$ cat src/hdl/fplc_pkg.sv
`timescale 1ns / 1ps

package fplc_pkg;

  // command codes
  localparam logic [2:0] FN_NOP    = 3'd0;
  localparam logic [2:0] FN_WRITE  = 3'd1;
  localparam logic [2:0] FN_CHECK  = 3'd2;
  localparam logic [2:0] FN_PROG   = 3'd3;
  localparam logic [2:0] FN_JUMP   = 3'd4;
  localparam logic [2:0] FN_STAGE0 = 3'd5;

  // status codes
  localparam logic [3:0] ST_OK         = 4'd0;
  localparam logic [3:0] ST_HELLO      = 4'd1;
  localparam logic [3:0] ST_STAGE0     = 4'd2;
  localparam logic [3:0] ST_WRONG_SIZE = 4'd3;
  localparam logic [3:0] ST_OOB        = 4'd4;
  localparam logic [3:0] ST_TOO_LOW    = 4'd5;
  localparam logic [3:0] ST_TOO_HIGH   = 4'd6;
  localparam logic [3:0] ST_UNALIGNED  = 4'd7;
  localparam logic [3:0] ST_CRC_BAD    = 4'd8;
  localparam logic [3:0] ST_UNKNOWN    = 4'd9;

  // configuration register indexes
  localparam logic REG_LOW  = 1'b0;
  localparam logic REG_HIGH = 1'b1;

  localparam logic [31:0] LOW_RESET  = 32'h0001_0000;
  localparam logic [31:0] HIGH_RESET = 32'h0003_E000;

  // packet lengths including the opcode byte
  localparam logic [6:0] LEN_CHECK = 7'd3;
  localparam logic [6:0] LEN_PROG  = 7'(1 + 4 + 2);

  localparam logic [15:0] CRC_INIT = 16'hFFFF;
  localparam logic [15:0] CRC_POLY = 16'hA001;

  typedef enum logic [5:0] {
    S_CLEAR  = 6'b000001,
    S_IDLE   = 6'b000010,
    S_DECODE = 6'b000100,
    S_WRITE  = 6'b001000,
    S_CRC    = 6'b010000,
    S_FIN    = 6'b100000
  } state_t;

  // one byte of reflected CRC-16, LSB first
  function automatic logic [15:0] crc16_byte(input logic [15:0] crc_in, input logic [7:0] d);
    logic [15:0] c;
    c = crc_in ^ {8'h00, d};
    for (int k = 0; k < 8; k++) begin
      c = c[0] ? ((c >> 1) ^ CRC_POLY) : (c >> 1);
    end
    return c;
  endfunction

endpackage

$ cat src/hdl/fplc_in_if.sv
`timescale 1ns / 1ps

interface fplc_in_if;
  logic        valid;
  logic        ready;
  logic [2:0]  func;
  logic [6:0]  packet_len;
  logic [7:0]  chunk_offset;
  logic [63:0] chunk_data;
  logic [31:0] target_address;
  logic [15:0] claimed_crc;

  modport source (
    output valid, func, packet_len, chunk_offset, chunk_data, target_address, claimed_crc,
    input  ready
  );

  modport sink (
    input  valid, func, packet_len, chunk_offset, chunk_data, target_address, claimed_crc,
    output ready
  );
endinterface

$ cat src/hdl/fplc_out_if.sv
`timescale 1ns / 1ps

interface fplc_out_if;
  logic        valid;
  logic        ready;
  logic [3:0]  status;
  logic [15:0] computed_crc;
  logic        program_request;
  logic [31:0] program_address;
  logic        start_application;

  modport source (
    output valid, status, computed_crc, program_request, program_address, start_application,
    input  ready
  );

  modport sink (
    input  valid, status, computed_crc, program_request, program_address, start_application,
    output ready
  );
endinterface

$ cat src/hdl/flash_page_loader_crc_check_top.sv
`timescale 1ns / 1ps

// Bootloader command engine with a PAGE_BYTES page buffer and CRC-16 check.
// in_ch takes one decoded command per item (valid/ready); out_ch gives one
// result item per command: status, buffer CRC and program/start strobes.
// cfg_we/cfg_index/cfg_wdata write the low and high program address limits.
// The buffer is a single-port synchronous RAM, one byte per cycle.
// PAGE_BYTES must be a power of two: page alignment is a mask of the low
// address bits, checked in the decode cycle with the address limits.
// Nop, jump, stage0 and refused commands go from decode straight to the
// result; a chunk write makes one RAM write per byte, and a buffer check or
// page program makes one RAM read per byte of the page.
// After reset a clearing pass zeroes the buffer; in_ch is not ready during
// it, configuration writes are taken throughout.
// A result waits in the output register while the receiver stalls; the next
// command is accepted and worked meanwhile, and its result is held until the
// output register is free.
module flash_page_loader_crc_check_top #(
  parameter int PAGE_BYTES  = 256,
  parameter int CHUNK_BYTES = 8
) (
  input  logic        clk,
  input  logic        rst_n,
  fplc_in_if.sink     in_ch,
  fplc_out_if.source  out_ch,
  input  logic        cfg_we,
  input  logic        cfg_index,
  input  logic [31:0] cfg_wdata
);

  localparam int AW    = $clog2(PAGE_BYTES);
  localparam int SUM_W = $clog2(PAGE_BYTES + 264) + 1;
  localparam int CNT_W = (CHUNK_BYTES > 1) ? $clog2(CHUNK_BYTES) : 1;
  localparam logic [AW-1:0]    PTR_LAST = AW'(PAGE_BYTES - 1);
  localparam logic [CNT_W-1:0] CNT_LAST = CNT_W'(CHUNK_BYTES - 1);
  localparam logic [6:0]       LEN_WRITE = 7'(2 + CHUNK_BYTES);

  fplc_pkg::state_t state_r, dec_state;

  logic [7:0]       mem [PAGE_BYTES];
  logic [7:0]       rd_data_r;
  logic             mem_we, rd_en;
  logic [7:0]       mem_wd;

  logic [AW-1:0]    ptr_r;
  logic [CNT_W-1:0] wcnt_r;
  logic             crc_iss_r, rd_vld_r, rd_last_r;
  logic             out_valid_r;
  logic [31:0]      low_r, high_r;

  logic [2:0]       func_r;
  logic [6:0]       len_r;
  logic [7:0]       off_r;
  logic [63:0]      data_r;
  logic [31:0]      addr_r;
  logic [15:0]      exp_r;

  logic [15:0]      crc_r, crc_upd;

  logic [3:0]       res_status_r, dec_status;
  logic [15:0]      res_crc_r;
  logic             res_prog_r, res_start_r, dec_start;
  logic [31:0]      res_paddr_r;

  logic [3:0]       out_status_r;
  logic [15:0]      out_crc_r;
  logic             out_prog_r, out_start_r;
  logic [31:0]      out_paddr_r;

  logic [SUM_W-1:0] off_sum;
  logic             oob, in_take, out_free;

  assign in_ch.ready = (state_r == fplc_pkg::S_IDLE);
  assign in_take     = in_ch.valid && in_ch.ready;
  assign out_free    = !out_valid_r || out_ch.ready;

  assign out_ch.valid             = out_valid_r;
  assign out_ch.status            = out_status_r;
  assign out_ch.computed_crc      = out_crc_r;
  assign out_ch.program_request   = out_prog_r;
  assign out_ch.program_address   = out_paddr_r;
  assign out_ch.start_application = out_start_r;

  assign off_sum = SUM_W'(off_r) + SUM_W'(CHUNK_BYTES);
  assign oob     = off_sum > SUM_W'(PAGE_BYTES);

  assign mem_we = (state_r == fplc_pkg::S_CLEAR) || (state_r == fplc_pkg::S_WRITE);
  assign mem_wd = (state_r == fplc_pkg::S_WRITE) ? data_r[7:0] : 8'h00;
  assign rd_en  = (state_r == fplc_pkg::S_CRC) && crc_iss_r;

  assign crc_upd = fplc_pkg::crc16_byte(crc_r, rd_data_r);

  always_comb begin
    dec_status = fplc_pkg::ST_OK;
    dec_state  = fplc_pkg::S_FIN;
    dec_start  = 1'b0;
    if (len_r == 7'd0) begin
      dec_status = fplc_pkg::ST_HELLO;
    end else begin
      unique case (func_r)
        fplc_pkg::FN_NOP: begin
          dec_status = fplc_pkg::ST_STAGE0;
        end
        fplc_pkg::FN_WRITE: begin
          if (len_r != LEN_WRITE) dec_status = fplc_pkg::ST_WRONG_SIZE;
          else if (oob)           dec_status = fplc_pkg::ST_OOB;
          else                    dec_state  = fplc_pkg::S_WRITE;
        end
        fplc_pkg::FN_CHECK: begin
          if (len_r != fplc_pkg::LEN_CHECK) dec_status = fplc_pkg::ST_WRONG_SIZE;
          else                              dec_state  = fplc_pkg::S_CRC;
        end
        fplc_pkg::FN_PROG: begin
          if (len_r != fplc_pkg::LEN_PROG)  dec_status = fplc_pkg::ST_WRONG_SIZE;
          else if (addr_r < low_r)          dec_status = fplc_pkg::ST_TOO_LOW;
          else if (addr_r >= high_r)        dec_status = fplc_pkg::ST_TOO_HIGH;
          else if (addr_r[AW-1:0] != '0)    dec_status = fplc_pkg::ST_UNALIGNED;
          else                              dec_state  = fplc_pkg::S_CRC;
        end
        fplc_pkg::FN_JUMP: begin
          dec_start = 1'b1;
        end
        fplc_pkg::FN_STAGE0: begin
          dec_status = fplc_pkg::ST_OK;
        end
        default: begin
          dec_status = fplc_pkg::ST_UNKNOWN;
        end
      endcase
    end
  end

  // page buffer
  always_ff @(posedge clk) begin
    if (mem_we) mem[ptr_r] <= mem_wd;
    if (rd_en)  rd_data_r  <= mem[ptr_r];
  end

  // control
  always_ff @(posedge clk) begin
    if (!rst_n) begin
      state_r     <= fplc_pkg::S_CLEAR;
      ptr_r       <= '0;
      wcnt_r      <= '0;
      crc_iss_r   <= 1'b0;
      rd_vld_r    <= 1'b0;
      rd_last_r   <= 1'b0;
      out_valid_r <= 1'b0;
      low_r       <= fplc_pkg::LOW_RESET;
      high_r      <= fplc_pkg::HIGH_RESET;
    end else begin
      if (cfg_we) begin
        unique case (cfg_index)
          fplc_pkg::REG_LOW:  low_r  <= cfg_wdata;
          fplc_pkg::REG_HIGH: high_r <= cfg_wdata;
          default: ;
        endcase
      end
      if (state_r == fplc_pkg::S_FIN && out_free) begin
        out_valid_r <= 1'b1;
      end else if (out_ch.valid && out_ch.ready) begin
        out_valid_r <= 1'b0;
      end
      rd_vld_r  <= rd_en;
      rd_last_r <= rd_en && (ptr_r == PTR_LAST);

      unique case (state_r)
        fplc_pkg::S_CLEAR: begin
          if (ptr_r == PTR_LAST) begin
            ptr_r   <= '0;
            state_r <= fplc_pkg::S_IDLE;
          end else begin
            ptr_r <= ptr_r + 1'b1;
          end
        end
        fplc_pkg::S_IDLE: begin
          if (in_take) state_r <= fplc_pkg::S_DECODE;
        end
        fplc_pkg::S_DECODE: begin
          state_r <= dec_state;
          wcnt_r  <= '0;
          if (dec_state == fplc_pkg::S_WRITE) ptr_r <= off_sum[AW-1:0] - AW'(CHUNK_BYTES);
          if (dec_state == fplc_pkg::S_CRC) begin
            ptr_r     <= '0;
            crc_iss_r <= 1'b1;
          end
        end
        fplc_pkg::S_WRITE: begin
          ptr_r  <= ptr_r + 1'b1;
          wcnt_r <= wcnt_r + 1'b1;
          if (wcnt_r == CNT_LAST) state_r <= fplc_pkg::S_FIN;
        end
        fplc_pkg::S_CRC: begin
          if (rd_en) begin
            ptr_r <= ptr_r + 1'b1;
            if (ptr_r == PTR_LAST) crc_iss_r <= 1'b0;
          end
          if (rd_vld_r && rd_last_r) state_r <= fplc_pkg::S_FIN;
        end
        fplc_pkg::S_FIN: begin
          // hold the result until the output register is free
          if (out_free) state_r <= fplc_pkg::S_IDLE;
        end
        default: begin
          state_r <= fplc_pkg::S_IDLE;
        end
      endcase
    end
  end

  // datapath
  always_ff @(posedge clk) begin
    if (in_take) begin
      func_r <= in_ch.func;
      len_r  <= in_ch.packet_len;
      off_r  <= in_ch.chunk_offset;
      data_r <= in_ch.chunk_data;
      addr_r <= in_ch.target_address;
      exp_r  <= in_ch.claimed_crc;
    end

    unique case (state_r)
      fplc_pkg::S_DECODE: begin
        res_status_r <= dec_status;
        res_start_r  <= dec_start;
        res_crc_r    <= 16'h0000;
        res_prog_r   <= 1'b0;
        res_paddr_r  <= 32'h0000_0000;
        crc_r        <= fplc_pkg::CRC_INIT;
      end
      fplc_pkg::S_WRITE: begin
        data_r <= data_r >> 8;
      end
      fplc_pkg::S_CRC: begin
        if (rd_vld_r) crc_r <= crc_upd;
        if (rd_vld_r && rd_last_r) begin
          res_crc_r <= crc_upd;
          if (crc_upd == exp_r) begin
            res_status_r <= fplc_pkg::ST_OK;
            if (func_r == fplc_pkg::FN_PROG) begin
              res_prog_r  <= 1'b1;
              res_paddr_r <= addr_r;
            end
          end else begin
            res_status_r <= fplc_pkg::ST_CRC_BAD;
          end
        end
      end
      fplc_pkg::S_FIN: begin
        if (out_free) begin
          out_status_r <= res_status_r;
          out_crc_r    <= res_crc_r;
          out_prog_r   <= res_prog_r;
          out_paddr_r  <= res_paddr_r;
          out_start_r  <= res_start_r;
        end
      end
      default: ;
    endcase
  end

endmodule

$ cat src/flat_wrapper.sv
// flat-port wrapper written by rule: the top's interface ports become plain ports
module flash_page_loader_crc_check_top_flat 
#(
  parameter int PAGE_BYTES  = 256,
  parameter int CHUNK_BYTES = 8
)
  (clk, rst_n, cfg_we, cfg_index, cfg_wdata, in_ch_valid, in_ch_func, in_ch_packet_len, in_ch_chunk_offset, in_ch_chunk_data, in_ch_target_address, in_ch_claimed_crc, in_ch_ready, out_ch_valid, out_ch_status, out_ch_computed_crc, out_ch_program_request, out_ch_program_address, out_ch_start_application, out_ch_ready);
  fplc_in_if in_ch_i ();
  fplc_out_if out_ch_i ();
  input  logic clk;
  input  logic rst_n;
  input  logic cfg_we;
  input  logic cfg_index;
  input  logic [31:0] cfg_wdata;
  input wire logic [$bits(in_ch_i.valid)-1:0] in_ch_valid;
  input wire logic [$bits(in_ch_i.func)-1:0] in_ch_func;
  input wire logic [$bits(in_ch_i.packet_len)-1:0] in_ch_packet_len;
  input wire logic [$bits(in_ch_i.chunk_offset)-1:0] in_ch_chunk_offset;
  input wire logic [$bits(in_ch_i.chunk_data)-1:0] in_ch_chunk_data;
  input wire logic [$bits(in_ch_i.target_address)-1:0] in_ch_target_address;
  input wire logic [$bits(in_ch_i.claimed_crc)-1:0] in_ch_claimed_crc;
  output wire logic [$bits(in_ch_i.ready)-1:0] in_ch_ready;
  output wire logic [$bits(out_ch_i.valid)-1:0] out_ch_valid;
  output wire logic [$bits(out_ch_i.status)-1:0] out_ch_status;
  output wire logic [$bits(out_ch_i.computed_crc)-1:0] out_ch_computed_crc;
  output wire logic [$bits(out_ch_i.program_request)-1:0] out_ch_program_request;
  output wire logic [$bits(out_ch_i.program_address)-1:0] out_ch_program_address;
  output wire logic [$bits(out_ch_i.start_application)-1:0] out_ch_start_application;
  input wire logic [$bits(out_ch_i.ready)-1:0] out_ch_ready;
  assign in_ch_i.valid = in_ch_valid;
  assign in_ch_i.func = in_ch_func;
  assign in_ch_i.packet_len = in_ch_packet_len;
  assign in_ch_i.chunk_offset = in_ch_chunk_offset;
  assign in_ch_i.chunk_data = in_ch_chunk_data;
  assign in_ch_i.target_address = in_ch_target_address;
  assign in_ch_i.claimed_crc = in_ch_claimed_crc;
  assign in_ch_ready = in_ch_i.ready;
  assign out_ch_valid = out_ch_i.valid;
  assign out_ch_status = out_ch_i.status;
  assign out_ch_computed_crc = out_ch_i.computed_crc;
  assign out_ch_program_request = out_ch_i.program_request;
  assign out_ch_program_address = out_ch_i.program_address;
  assign out_ch_start_application = out_ch_i.start_application;
  assign out_ch_i.ready = out_ch_ready;
  flash_page_loader_crc_check_top #(.PAGE_BYTES(PAGE_BYTES), .CHUNK_BYTES(CHUNK_BYTES)) u_core (.clk(clk), .rst_n(rst_n), .in_ch(in_ch_i), .out_ch(out_ch_i), .cfg_we(cfg_we), .cfg_index(cfg_index), .cfg_wdata(cfg_wdata));
endmodule
$ cat config.mk
export PLATFORM = sky130hd
export DESIGN_NAME = flash_page_loader_crc_check_top_flat
export DESIGN_NICKNAME = d
export VERILOG_FILES = /design/src/hdl/fplc_pkg.sv /design/src/hdl/fplc_in_if.sv /design/src/hdl/fplc_out_if.sv /design/src/hdl/flash_page_loader_crc_check_top.sv /design/src/flat_wrapper.sv
export SDC_FILE = /design/constraint.sdc
export NUM_CORES = 2
export LEC_CHECK = 0
export BUFFER_PORTS_ARGS = -buffer_cell sky130_fd_sc_hd__buf_2
export CORE_ASPECT_RATIO = 2
export CORE_MARGIN = 4
export CORE_UTILIZATION = 55
export DETAILED_ROUTE_END_ITERATION = 8
export PLACE_DENSITY = 0.8
export SLEW_MARGIN = 0
export SYNTH_ARGS = -nofsm -noshare
export SYNTH_HDL_FRONTEND = slang
export SYNTH_SLANG_ARGS = --single-unit
$ cat constraint.sdc
create_clock -name clk -period 5.1 [get_ports clk]
set_input_delay 0.51 -clock clk [delete_from_list [all_inputs] [get_ports clk]]
set_output_delay 0.51 -clock clk [all_outputs]
set_load 0.02 [all_outputs]
==> results.md <==
- The number of nets handed over by synthesis was between 4000 and 5000.
- The synthesized design contains 2395 register bits.
- The startpoint of the lowest-slack hold path is rst_n.
- The core occupancy in the finished layout is 0.627.
- By area the synthesized netlist is led by sky130_fd_sc_hd__edfxtp_1 74%, sky130_fd_sc_hd__mux4_2 15%, sky130_fd_sc_hd__dfxtp_1 2.0%, sky130_fd_sc_hd__nand2_1 1.6%, sky130_fd_sc_hd__nor2_1 1.2%.
- The startpoint identified for the worst register-to-register timing path is u_core.ptr_r[0].
- Setup repair after global routing left no endpoint under its margin.
- The clock sink count is around 2400.
- VDD sags by at most 0.276 mV.
- The area share of the leading cell type in the synthesized netlist is 0.737.
- The least setup slack across all paths after layout is 0.221 ns.
- The clock passes through at most 4 buffers.
- The first global-routing pass estimated roughly 370000 um of wire.
- The clock skew after layout is between 0.03 and 0.04 ns.
- The count of flip-flops with a built-in enable after synthesis is 2302.
- TritonCTS built the clock tree.
- The via count of the first global-routing pass is 52010.
- The number of design-rule violations left by the first detailed-router iteration is 7122.
- The proportion of register bits with asynchronous set or reset after synthesis is 0.
- The number of vias per cell is roughly 6.6.
- The endpoint kind of the worst setup timing path is a register.
- In the synthesized netlist the dominant register cell turns out to be sky130_fd_sc_hd__edfxtp_1.
- The worst pin sits at a relative slew slack of -0.0292.
- Synthesis produced ~4600 cells.
- The clock transition time at the flip-flop clock pins of the worst setup and hold paths is approximately 0.070 ns.
- The sequential element share of the synthesized area is 0.757.
- Row generation in the floorplan step produced between 200 and 250 rows.
- The vias after detailed routing is 50024.
- The region available for standard cell placement spans ~170000 um2.
- The wire length on met3 is between 20000 and 25000 um.
- The number of antenna violations at the first check in global routing is 15.
- The startpoint type of the worst setup path is a register.
- The highest clock rate is about 0.2 GHz.
- On the worst path, the slowest cell contributes a delay of 1.21 ns.
- Of the cells placed in the final design, the portion with a size suffix greater than 1 is 0.263.
- Sorting the synthesized cells by how often they occur yields 2302 x sky130_fd_sc_hd__edfxtp_1, 644 x sky130_fd_sc_hd__mux4_2, 395 x sky130_fd_sc_hd__nand2_1.
- In this run the clock root is driven by a sky130_fd_sc_hd__clkbuf_16.
- The most critical setup path has its startpoint at u_core.ptr_r[0].
- At the pin with the least slew margin, the transition time is approximately 1.5 ns.
- In this run the remaining antenna-violating nets after routing total 0.
- The area growth from synthesis to layout is 13.4%.
- The number of failing setup endpoints in the final timing report is 0.
- The level count of the clock H-tree is 4.
- Summed over all layers, the routed wires come to roughly 260000 um.
- Dividing the detail-routed wire length by the instance count gives 33.7 um.
- The library cell with the highest instance count after synthesis is sky130_fd_sc_hd__edfxtp_1.
- The number of primary I/O pins is between 200 and 250.
- The number of optimization iterations in the first detailed-route pass is 9.
- The number of instances resized during post-cts repair is 0.
- The number of pins with negative max-slew slack in the final report is 2.
- The count of cells in the finished layout, fillers not included, comes to approximately 7600.
- Of the total power, the clock network draws 0.365.
- The worst setup slack after placement is around 0.36 ns.
- For the final routed database, the setup TNS stands at 0 ns.
- The final critical path time including I/O delays and setup is between 4 and 5 ns.
- The final reports fail on capacitance limit, slew limit.
- Internal power comes to approximately 0.031 W.
- The total congestion overflow after global routing is 0.
- In the global route stage, overall resource usage came out at 0.290.
- The die extent in y is between 500 and 600 um.
- The starting density of the core is 0.552.
- The detailed-route wire length on metal 1 is around 75000 um.
- The CTS buffer count is 187.
- The smallest hold slack is around 0.065 ns.
- The count of input and output buffers is about 220.
- The final-report hold violation count was 0.
- The insertion delay to the later sink of the worst-skew pair is approximately 0.83 ns.
- Entering global routing, the biggest net connects about 170 pins.
- The routability congestion estimate is between 0.8 and 0.9.
- The run finished, with violations left.
- The number of placed cells counting well taps is 7100.
- The most area-hungry cell type in the Yosys netlist is sky130_fd_sc_hd__edfxtp_1.
- The ratio of total power to cell area is 384 nW/um2.
- Traced cell by cell, the critical path runs through buf_12, mux4_2, mux4_2, nor2b_1, a2111oi_0, nand4_1.
- The cell repeated most along the worst path is sky130_fd_sc_hd__mux4_2.
- The die covers about 180000 um2.
- Detailed routing placed a total of around 130000 um of wire on met2.
- In this run the horizontal extent of the chip is between 200 and 300 um.
- The half-perimeter wire length after placement is 152000 um.
- The fraction of the cycle the final worst path needs is 0.957.
- The fraction of power spent switching nets is 0.236.
- Broken down by cell family, the worst path's largest delay share belongs to compound AO/OA/AOI/OAI gates.
- The fraction of power consumed by sequential logic is 0.530.
- The highest layer touched by signal routing is met5.
- For this run, the number of Yosys warnings is 0.
- The netlist uses 62 different library cells.
- The average cell area after synthesis is slightly above 20 um2.
- The required time at the worst-slack endpoint is ~5.5 ns.
- After detailed routing, the number of remaining DRC violations is 0.
- The critical path is of the register to register type.
- Together, buffers and inverters on the worst path number 1.
- The standard cell with the maximum stage delay on the critical path is sky130_fd_sc_hd__a2111oi_0.
- In this run the power spent charging and discharging nets is between 0.009 and 0.01 W.
- The net count of the finished layout is ~5400.
- In this run the worst path has a maximum fanout of 41.
- The static leakage power is 30.6 nW.
- The arrival time of the worst setup path is approximately 5.3 ns.
- The share of total power dissipated in combinational logic is 0.104.
- The max-capacitance violation count is 1.
- The type of the worst min-delay path is input pin to register.
- The cell area that synthesis handed to floorplanning was roughly 94000 um2.
-- repair_timing --
item | 4_1_cts | 5_1_grt
hold buffers | 162 | 0
hold endpoints to repair | 194 | 0
setup buffers | 0 | 0
-- power groups by stage --
stage / registers, W / clock network, W / logic, W
after global placement: 0.0220 / 0 / 0.00399
after detailed placement: 0.0221 / 0 / 0.00403
final: 0.0216 / 0.0149 / 0.00426
after floorplan: 0.0219 / 0 / 0.00280
after global routing: 0.0216 / 0.0158 / 0.00440
after CTS: 0.0216 / 0.0150 / 0.00419
-- worst register-to-register path, stage by stage (launching register included) --
cell                        delay [ns]
sky130_fd_sc_hd__dfxtp_4          1.06
sky130_fd_sc_hd__buf_12           0.49
sky130_fd_sc_hd__mux4_2           0.61
sky130_fd_sc_hd__mux4_2           0.49
sky130_fd_sc_hd__nor2b_1          0.20
sky130_fd_sc_hd__a2111oi_0        1.21
sky130_fd_sc_hd__nand4_1          0.45
-- metrics by stage --
| stage | total power [W] | instance area (um2) |
|---|---|---|
| floorplan | 0.0247 | 93800 |
| global placement | 0.0260 | 98600 |
| detailed placement | 0.0261 | 98600 |
| CTS | 0.0408 | 106000 |
| global route | 0.0419 | 106000 |
| finish | 0.0408 | 106000 |
-- worst paths after layout --
path | endpoint | cells after the start | slack [ns]
worst max-delay path | u_core.rd_data_r[4] | 6 | 0.22
worst min-delay path | u_core.state_r[0] | 2 | 0.07
worst max register to register | u_core.rd_data_r[4] | 6 | 0.22
worst min register to register | u_core.out_ch.program_address[10] | 0 | 0.41
-- final cells by class --
cell class              count  area (um2)
flip-flops and latches   2395       71000
fillers                 10701       63400
multi-input cells        1919       21400
clock buffers             223        4910
repair buffers            604        4730
well taps                2268        2840
clock inverters           107        1140
inverters                  76         287
diodes                     17        42.5
-- routing by layer --
metal,track usage,vias to the layer above
li1,-,19746
met1,0.315,25272
met2,0.499,3945
met3,0.0538,1059
met4,0.234,2
met5,0,-
-- cell families after synthesis --
logic type                 Yosys count  share of synthesized area
AOI/OAI and AO/OA                  201                     0.0130
xor gates and xnor gates            47                    0.00483
adders and majority gates           70                    0.00934
buffers and inverters              327                     0.0160
DFF                               2395                      0.757
muxes                              652                      0.156
and+or+nand+nor                    949                     0.0441
-- cells in the final DEF (no fill, tap or decap), drive strengths merged, types with 7 or more instances in the layout --
master and n:
edfxtp 2302, mux4 644, buf 442, nand2 395, nor2 296, clkbuf 223, dlygate4sd3 162, a21oi 109
dfxtp 93, inv 80, ha 70, clkinv 70, nand3 66, and2 52, nor2b 43, xnor2 25
bufinv 24, nand4 21, nor3 19, xor2 19, o21ai 19, diode 17, a31oi 14, nor4 14
nand2b 13, clkinvlp 9, or2 8, o211ai 7
-- sequential cells by signal, indices dropped and copies added, names as in the netlist, 4 cells and up --
name                           cells
u_core.addr_r                     32
u_core.crc_r                      16
u_core.data_r                     64
u_core.exp_r                      16
u_core.high_r                     32
u_core.len_r                       7
u_core.low_r                      32
u_core.mem                      2048
u_core.off_r                       8
u_core.out_ch.computed_crc        16
u_core.out_ch.program_address     32
u_core.out_ch.status               4
u_core.ptr_r                       8
u_core.rd_data_r                   8
u_core.res_crc_r                  16
u_core.res_paddr_r                32
u_core.res_status_r                4
u_core.state_r                     6
Power figures use the tool's default switching activity.
